==> config.mk <==
export PLATFORM = sky130hd
export DESIGN_NAME = edf_tick_scheduler_core
export DESIGN_NICKNAME = d
export VERILOG_FILES = /design/src/sv/edfts_pkg.sv /design/src/sv/edfts_eval.sv /design/src/sv/edf_tick_scheduler_core.sv
export SDC_FILE = /design/constraint.sdc
export NUM_CORES = 1
export LEC_CHECK = 0
export ABC_AREA = 1
export BUFFER_PORTS_ARGS = -buffer_cell sky130_fd_sc_hd__clkbuf_2
export CAP_MARGIN = 15
export CORE_MARGIN = 3
export CORE_UTILIZATION = 43
export CTS_CLUSTER_DIAMETER = 40
export DETAILED_ROUTE_END_ITERATION = 12
export GPL_ROUTABILITY_DRIVEN = 0
export PLACE_DENSITY = 0.56
export RECOVER_POWER = 50
export REMOVE_ABC_BUFFERS = 1
export SYNTH_ARGS = -nofsm -noshare
export SYNTH_HDL_FRONTEND = slang
export SYNTH_HIERARCHICAL = 1
export SYNTH_SLANG_ARGS = --single-unit
==> constraint.sdc <==
create_clock -name clk -period 7.66 [get_ports clk]
set_input_delay 0.766 -clock clk [delete_from_list [all_inputs] [get_ports clk]]
set_output_delay 0.766 -clock clk [all_outputs]
set_load 0.005 [all_outputs]
==> src/sv/edfts_pkg.sv <==
package edfts_pkg;

	localparam int unsigned FIELD_W = 16;
	localparam int unsigned TIME_W = 32;
	localparam int unsigned CNT_CFG_W = 4;

	// Input transaction: tuser carries the mode, tdata the task fields.
	localparam int unsigned S_TDATA_W = 56;
	localparam int unsigned S_TUSER_W = 1;
	localparam int unsigned M_TDATA_W = 40;
	localparam int unsigned M_TUSER_W = 1;

	localparam logic MODE_LOAD = 1'b0;
	localparam logic MODE_TICK = 1'b1;

	// One task table entry, kept as a single memory word.
	typedef struct packed {
		logic [FIELD_W-1:0] phase;
		logic [TIME_W-1:0]  abs_dl;
		logic [FIELD_W-1:0] rem;
		logic [FIELD_W-1:0] rel_dl;
		logic [FIELD_W-1:0] burst;
		logic [FIELD_W-1:0] period;
	} task_entry_t;

	// Running best candidate of the deadline scan.
	typedef struct packed {
		logic              found;
		logic [TIME_W-1:0] abs_dl;
	} best_ref_t;

	// Outcome of evaluating one entry during the scan.
	typedef struct packed {
		task_entry_t upd;
		logic        take;
	} eval_res_t;

endpackage

==> src/sv/edfts_eval.sv <==
module edfts_eval (
	input  edfts_pkg::task_entry_t            entry,
	input  logic                              phase_ok,
	input  logic [edfts_pkg::TIME_W-1:0]      cur_time,
	input  edfts_pkg::best_ref_t              best,
	output edfts_pkg::eval_res_t              res
);
	import edfts_pkg::*;

	logic [FIELD_W-1:0] phase;
	logic               release_now;
	logic [FIELD_W:0]   phase_inc;

	// Entries whose phase was cleared by a load read as phase zero.
	assign phase = phase_ok ? entry.phase : '0;

	// A task is released when its period divides a nonzero time.
	assign release_now = (cur_time != '0) && (entry.period != '0) && (phase == '0);

	assign phase_inc = {1'b0, phase} + (FIELD_W+1)'(1);

	always_comb begin
		res.upd = entry;
		if (release_now) begin
			res.upd.rem    = entry.burst;
			res.upd.abs_dl = cur_time + TIME_W'(entry.rel_dl);
		end
		// Phase tracks time modulo the period.
		if (phase_inc >= {1'b0, entry.period}) begin
			res.upd.phase = '0;
		end else begin
			res.upd.phase = phase_inc[FIELD_W-1:0];
		end
		// Strictly earlier deadline wins, so the lowest index keeps ties.
		res.take = (res.upd.rem != '0) && (!best.found || (res.upd.abs_dl < best.abs_dl));
	end

endmodule

==> src/sv/edf_tick_scheduler_core.sv <==
// Earliest-deadline-first tick scheduler over a table of up to NUM_TASKS periodic tasks.
// A load transaction (tuser = 0) writes one task entry, restarts time at zero and forgets
// the previous choice; it produces no result. A tick transaction
// (tuser = 1) releases due tasks, picks the ready task with the earliest absolute deadline
// (lowest index on ties), runs it one unit and emits one result transaction. The task table
// is a single-port-read memory that one shared evaluate-and-compare unit walks one entry per
// cycle. With n the task count saturated at NUM_TASKS, a tick holds the input while the unit
// reads the n entries, waits for the read data of the last entry, sees that the walk has ended
// and then writes back the chosen task and hands the result to the output register. With no
// task taking part the walk reads no entry. The write-back step waits for as long as an
// earlier result is still held by the receiver. The output register lets the next transaction
// enter while a result is waiting.
module edf_tick_scheduler_core #(
	parameter int NUM_TASKS = 8
) (
	input  logic                               clk,
	input  logic                               arst_n,
	// Configuration: task_count.
	input  logic                               cfg_we,
	input  logic [edfts_pkg::CNT_CFG_W-1:0]    cfg_wdata,
	// Input stream.
	input  logic                               s_tvalid,
	output logic                               s_tready,
	// s_tdata: task_index[2:0], task_period[18:3], task_burst[34:19],
	// task_deadline[50:35], zero fill[55:51].
	input  logic [edfts_pkg::S_TDATA_W-1:0]    s_tdata,
	// s_tuser: mode[0].
	input  logic [edfts_pkg::S_TUSER_W-1:0]    s_tuser,
	// Output stream.
	output logic                               m_tvalid,
	input  logic                               m_tready,
	// m_tdata: chosen_task[2:0], switched[3], tick_time[35:4], zero fill[39:36].
	output logic [edfts_pkg::M_TDATA_W-1:0]    m_tdata,
	// m_tuser: idle[0].
	output logic [edfts_pkg::M_TUSER_W-1:0]    m_tuser
);
	import edfts_pkg::*;

	localparam int IDX_W = (NUM_TASKS > 1) ? $clog2(NUM_TASKS) : 1;
	localparam int CNT_W = $clog2(NUM_TASKS + 1);

	typedef enum logic [2:0] {
		ST_IDLE   = 3'b001,
		ST_SCAN   = 3'b010,
		ST_FINISH = 3'b100
	} state_t;

	state_t state_q;

	logic [CNT_CFG_W-1:0] task_count_q;
	logic [CNT_W-1:0]     n_q;
	logic [CNT_W-1:0]     rd_cnt_q;
	logic [CNT_W-1:0]     n_eff;

	task_entry_t          mem [NUM_TASKS];
	task_entry_t          rd_word_s1;
	logic                 vld_s1;
	logic [IDX_W-1:0]     idx_s1;
	logic [NUM_TASKS-1:0] phase_ok_q;

	logic [TIME_W-1:0]    time_q;
	logic                 found_q;
	logic [IDX_W-1:0]     best_idx_q;
	logic [TIME_W-1:0]    best_dl_q;
	task_entry_t          best_word_q;

	logic                 last_valid_q;
	logic                 last_idle_q;
	logic [IDX_W-1:0]     last_idx_q;

	logic                 m_tvalid_q;
	logic [M_TDATA_W-1:0] m_tdata_q;
	logic [M_TUSER_W-1:0] m_tuser_q;

	logic                 s_acc;
	logic                 load_acc;
	logic                 tick_acc;
	logic                 issue;
	logic                 out_free;
	logic                 finish_go;
	logic [7:0]           ld_ext;
	logic [IDX_W-1:0]     ld_idx;
	logic                 ld_in_range;
	logic [7:0]           best_ext;
	logic                 switched;
	best_ref_t            best_ref;
	eval_res_t            ev;
	logic                 we;
	logic [IDX_W-1:0]     waddr;
	task_entry_t          wdata;
	task_entry_t          load_word;
	task_entry_t          decr_word;

	// Handshake decode.
	assign s_tready  = (state_q == ST_IDLE);
	assign s_acc     = s_tvalid && s_tready;
	assign load_acc  = s_acc && (s_tuser[0] == MODE_LOAD);
	assign tick_acc  = s_acc && (s_tuser[0] == MODE_TICK);
	assign out_free  = !m_tvalid_q || m_tready;
	assign finish_go = (state_q == ST_FINISH) && out_free;
	assign issue     = (state_q == ST_SCAN) && (rd_cnt_q < n_q);

	// Task count saturates at the table depth.
	always_comb begin
		if (int'(task_count_q) > NUM_TASKS) begin
			n_eff = CNT_W'(NUM_TASKS);
		end else begin
			n_eff = CNT_W'(task_count_q);
		end
	end

	// Load index, checked against the table depth.
	assign ld_ext      = 8'(s_tdata[2:0]);
	assign ld_idx      = ld_ext[IDX_W-1:0];
	assign ld_in_range = int'(s_tdata[2:0]) < NUM_TASKS;

	always_comb begin
		load_word        = '0;
		load_word.period = s_tdata[18:3];
		load_word.burst  = s_tdata[34:19];
		load_word.rel_dl = s_tdata[50:35];
		load_word.rem    = s_tdata[34:19];
		load_word.abs_dl = TIME_W'(s_tdata[50:35]);
		decr_word        = best_word_q;
		decr_word.rem    = best_word_q.rem - FIELD_W'(1);
	end

	// Shared evaluate-and-compare unit for the entry read in the previous cycle.
	assign best_ref.found  = found_q;
	assign best_ref.abs_dl = best_dl_q;

	edfts_eval u_eval (
		.entry    (rd_word_s1),
		.phase_ok (phase_ok_q[idx_s1]),
		.cur_time (time_q),
		.best     (best_ref),
		.res      (ev)
	);

	// Single write port: loads, scan write-back and the final decrement never overlap.
	always_comb begin
		we    = 1'b0;
		waddr = ld_idx;
		wdata = load_word;
		if (load_acc && ld_in_range) begin
			we = 1'b1;
		end else if (vld_s1) begin
			we    = 1'b1;
			waddr = idx_s1;
			wdata = ev.upd;
		end else if (finish_go && found_q) begin
			we    = 1'b1;
			waddr = best_idx_q;
			wdata = decr_word;
		end
	end

	// Task table memory with a registered read port.
	always_ff @(posedge clk) begin
		if (we) begin
			mem[waddr] <= wdata;
		end
		rd_word_s1 <= mem[rd_cnt_q[IDX_W-1:0]];
	end

	// Sequencer, scan pipeline and scheduler state.
	always_ff @(posedge clk or negedge arst_n) begin
		if (!arst_n) begin
			state_q      <= ST_IDLE;
			task_count_q <= CNT_CFG_W'(1);
			n_q          <= '0;
			rd_cnt_q     <= '0;
			vld_s1       <= 1'b0;
			idx_s1       <= '0;
			phase_ok_q   <= '0;
			time_q       <= '0;
			found_q      <= 1'b0;
			best_idx_q   <= '0;
			best_dl_q    <= '0;
			best_word_q  <= '0;
			last_valid_q <= 1'b0;
			last_idle_q  <= 1'b0;
			last_idx_q   <= '0;
		end else begin
			if (cfg_we) begin
				task_count_q <= cfg_wdata;
			end
			vld_s1 <= issue;
			if (issue) begin
				idx_s1   <= rd_cnt_q[IDX_W-1:0];
				rd_cnt_q <= rd_cnt_q + CNT_W'(1);
			end
			if (vld_s1) begin
				phase_ok_q[idx_s1] <= 1'b1;
				if (ev.take) begin
					found_q     <= 1'b1;
					best_idx_q  <= idx_s1;
					best_dl_q   <= ev.upd.abs_dl;
					best_word_q <= ev.upd;
				end
			end
			case (state_q)
				ST_IDLE: begin
					if (load_acc) begin
						phase_ok_q   <= '0;
						time_q       <= '0;
						last_valid_q <= 1'b0;
					end else if (tick_acc) begin
						rd_cnt_q <= '0;
						n_q      <= n_eff;
						found_q  <= 1'b0;
						state_q  <= ST_SCAN;
					end
				end
				ST_SCAN: begin
					if (!issue && !vld_s1) begin
						state_q <= ST_FINISH;
					end
				end
				ST_FINISH: begin
					if (out_free) begin
						last_valid_q <= 1'b1;
						last_idle_q  <= !found_q;
						last_idx_q   <= best_idx_q;
						time_q       <= time_q + TIME_W'(1);
						state_q      <= ST_IDLE;
					end
				end
				default: begin
					state_q <= ST_IDLE;
				end
			endcase
		end
	end

	// Result fields.
	assign best_ext = 8'(best_idx_q);
	assign switched = !last_valid_q || (found_q == last_idle_q) ||
		(found_q && (last_idx_q != best_idx_q));

	// Output register.
	always_ff @(posedge clk or negedge arst_n) begin
		if (!arst_n) begin
			m_tvalid_q <= 1'b0;
		end else if (finish_go) begin
			m_tvalid_q <= 1'b1;
		end else if (m_tready) begin
			m_tvalid_q <= 1'b0;
		end
	end

	always_ff @(posedge clk) begin
		if (finish_go) begin
			m_tdata_q <= {4'b0000, time_q, switched,
				(found_q ? best_ext[2:0] : 3'b000)};
			m_tuser_q <= M_TUSER_W'(!found_q);
		end
	end

	assign m_tvalid = m_tvalid_q;
	assign m_tdata  = m_tdata_q;
	assign m_tuser  = m_tuser_q;

endmodule

==> results by group <==
Routing
  – Residual DRC: 0
  – ANT nets after route: 0
  – Post-DR vias/cell: 5.32
  – First DRT Iteration DRCs: 2803
  – Average wire per standard cell: around 20 µm
  – Detailed Route WL: 135 mm
  – Drt first pass iters: 6
  – DR vias: between 30000 and 40000

Power and ir drop
  – Pwr dens: 380 mW/mm²
  – Int Pwr: 15.0 mW
  – VDD IR max: 0.292 mV
  – Net switching share of the total power: 34.2%
  – Comb pwr share: a little over a quarter
  – Switching power: 7.82 mW
  – P_leak: around 23 nW
  – Share of power burned in registers: 40.3%
  – Clock network power share: roughly 33%

Floorplanning
  – Area of the core: 0.122 mm²
  – Die H: 358 µm
  – IO Pins: 109
  – Die Wd: 358 µm
  – Total die area: about 0.13 mm²
  – Initial Utilization: 43.5%
  – Num rows: 128

STA
  – Post-layout min period: 7.03 ns
  – FMAX: about 140 MHz
  – Worst Skew: 0.0320 ns
  – Max-slew violations: approximately 1000
  – Slew HR: -245%
  – Unrepaired setup endpoints after global routing: no
  – Worst-Margin Slew: 5.18 ns
  – Endpoints failing setup: 0
  – Final Cycle Share: 91.8%
  – Final Hold Violating Endpoints: 0
  – Setup ws final: 0.629 ns

Outcome
  – Failing checks: max-capacitance violations, max-slew violations
  – Status: complete, but fails checks

Critical path
  – Reg2reg setup slack: 0.63 ns
  – Worst EP arrival: 7.43 ns
  – Critical path capture point type: register
  – WP data required: roughly 8.1 ns
  – Critical path peak fanout: 47
  – Crit start category: register
  – Crit Path Class: register to register

Global routing
  – Initial antenna violation count: 4
  – GRT Total Usage: 21.0%
  – Overflow after GRT: 0
  – Global-route wire length before repair: 206 mm
  – Number of global-route vias before repair: 34900
  – Largest net degree at the start of global routing: around 230

Placement
  – Dpl cells: 6462
  – Buffers on Ports: roughly 100
  – Place WS: 1.05 ns
  – DPL Wire Length: between 70 and 80 mm

Yosys
  – YS warnings: 6
  – Ys async rst share: 14.8%
  – Unique masters post-synth: 60
  – Cell Area, Synth: approximately 0.053 mm²
  – Mapped Cells: 5001
  – Main synth FF type: edfxtp_1
  – Post-synth EDFFs: 933
  – Post-synthesis sequential area ratio: between 60 and 70%
  – Flops & latches, synth: 1226
  – Syn Area/Cell: 10.6 µm²

Clock network
  – CTS clock-pin slew for the worst setup and hold paths: 0.06 ns
  – Clock tree buffer depth: 3
  – Root Buffer: clkbuf_16
  – CTS sink cnt: 1226
  – CTS tree: done
  – CTS Buf Count: 166
  – CTS HTree Levels: 4
  – Total setup buffers inserted after CTS: 0
  – Clock Latency Late Sink: just under 0.8 ns
  – Post_cts resized: 0

Layout
  – Area delta synth->final: 13.0%
  – Final Non-Filler Cells: 6776
  – Share of cells above drive strength 1: 9.92%
  – Final net count: 5144
  – Area of the multi-input gates: about 0.016 mm²
  – Filler cells: about 11000
  – Seq. cell area: between 0.03 and 0.04 mm²

Job
  – Max Cap Viol: 14

Worst hold path
  – Min-delay worst type: input port to register
==> power groups by stage <==
stage                     Combinational [mW]  Sequential [mW]  Clock, mW
final                                   6.01             9.21       7.64
after global routing                    6.85             9.32       8.08
after CTS                               6.08             9.21       7.79
after detailed placement                6.03             9.33          0
after global placement                  5.99             9.32          0
after floorplan                         4.15             9.41          0
==> sequential cells by signal, indices dropped and copies added (netlist names), 3 cells and up <==
signal / cells
idx_s1: 3
time_q: 32
rd_word_s1: 112
best_idx_q: 3
m_tdata: 36
n_q: 4
rd_cnt_q: 4
phase_ok_q: 8
task_count_q: 4
mem: 896
best_word_q: 112
last_idx_q: 3
state_q: 3
==> area by class of cell <==
cell class	count	share of cell area (%)
diodes	1	0.00416
clock buffers	191	7.32
clock inverters	121	1.98
inverters	299	1.91
multi-input cells	3162	26.0
flip-flops and latches	1226	57.9
well taps	1625	3.38
repair buffers	151	1.48
==> repair_timing <==
action                                 in CTS  in global routing
endpoints found under the hold margin       3                  0
setup endpoints to repair                   0                  0
hold buffers                                1                  0
==> worst max-delay path, cell delays in order (launching register included) <==
cell and delay [ns]:
dfrtp_4 0.73, buf_4 0.50, clkbuf_1 2.29, nand2_1 0.52, nand2_1 0.20, inv_1 0.06, nand2_1 0.08, nand3_1 0.25
nor2_1 1.20, buf_4 0.74
==> Yosys cell counts (5+ instances only) <==
cell type / number / area [µm²]
nand2_1: 997 / 3740
nor2_1: 965 / 3620
edfxtp_1: 933 / 28000
o21ai_0: 405 / 2030
inv_1: 291 / 1090
o32ai_1: 224 / 1960
dfrtp_1: 179 / 4480
clkbuf_1: 121 / 454
dfxtp_1: 112 / 2240
buf_2: 104 / 521
a21oi_1: 101 / 505
nand3_1: 97 / 485
ha_1: 71 / 888
buf_4: 62 / 465
mux2_2: 46 / 518
a211oi_1: 32 / 240
o21ai_1: 29 / 145
xor2_1: 26 / 228
nand4_1: 23 / 144
o31ai_1: 17 / 128
buf_1: 16 / 60.1
nand2_2: 16 / 100
xnor2_1: 15 / 131
buf_6: 14 / 158
nor3_1: 14 / 70.1
nor4_1: 9 / 56.3
nor3_2: 7 / 70.1
o21a_1: 7 / 52.6
or2_2: 6 / 37.5
nand3_2: 5 / 50.1
o22ai_1: 5 / 31.3
==> per-stage QoR <==
stage | instance area (µm²) | hold slack (ns) | utilization (%) | TNS, ns | total power, mW
6_report | 60100 | 0.198 | 49.1 | 0 | 22.9
5_1_grt | 60100 | 0.190 | 49.1 | 0 | 24.3
4_1_cts | 60400 | 0.139 | 49.3 | 0 | 23.1
3_5_place_dp | 54800 | 0.473 | 44.8 | 0 | 15.4
3_3_place_gp | 54800 | 0.467 | 44.8 | 0 | 15.3
2_1_floorplan | 51600 | 0.453 | - | -2315.99 | 13.6
==> final timing paths <==
check / cells after the start / endpoint / from
max: 9 / mem[0][8]$_DFFE_PP_ / vld_s1$_DFF_PN0_
min: 3 / task_count_q[0]$_DFFE_PN1P_ / cfg_wdata[0]
max reg2reg: 9 / mem[0][8]$_DFFE_PP_ / vld_s1$_DFF_PN0_
min reg2reg: 2 / best_word_q[20]$_DFFE_PN0P_ / rd_word_s1[20]$_DFF_P_
max in group asynchronous: 3 / time_q[12]$_DFFE_PN0P_ / arst_n
min in group asynchronous: 2 / best_word_q[28]$_DFFE_PN0P_ / arst_n
==> cell usage in the layout (no fill, tap or decap), types with 8 or more instances in the layout <==
| cell | n |
|---|---|
| dfxtp_1 | 112 |
| nor2_1 | 961 |
| nor4_1 | 9 |
| clkinvlp_4 | 19 |
| clkinv_2 | 24 |
| clkinv_1 | 10 |
| a21oi_1 | 101 |
| clkbuf_2 | 77 |
| o31ai_1 | 17 |
| inv_8 | 8 |
| clkbuf_1 | 48 |
| dfrtp_1 | 176 |
| bufinv_16 | 11 |
| xor2_1 | 26 |
| nand2_2 | 13 |
| a211oi_1 | 32 |
| nor3_1 | 14 |
| nand4_1 | 23 |
| nand2_1 | 999 |
| inv_6 | 28 |
| ha_1 | 71 |
| nand3_1 | 100 |
| buf_4 | 28 |
| o21ai_0 | 422 |
| o32ai_1 | 224 |
| edfxtp_1 | 933 |
| mux2_2 | 46 |
| o21ai_1 | 12 |
| clkbuf_16 | 171 |
| inv_1 | 292 |
| clkinv_4 | 17 |
| xnor2_1 | 15 |
==> layer usage <==
metal | global-route usage (%) | vias up | wire [µm]
li1 | - | 17300 | -
met3 | 3.41 | 220 | 6310
met2 | 34.6 | 781 | 63300
met4 | 6.57 | 0 | 3280
met5 | 0 | - | 0
met1 | 28.7 | 17700 | 61700
==> cells by family after synthesis <==
group                    after synthesis  synth area share (%)
XOR/XNOR                              41                 0.675
adder cells (fa/ha/maj)               72                  1.71
buffers and inverters                616                  5.24
other                                  1               0.00705
flip-flops                          1226                  65.4
multiplexers                          46                 0.974
AO/OA/AOI/OAI                        844                  10.0
AND/OR/NAND/NOR                     2155                  16.0
Note: power is estimated with default switching activity, not from simulation.
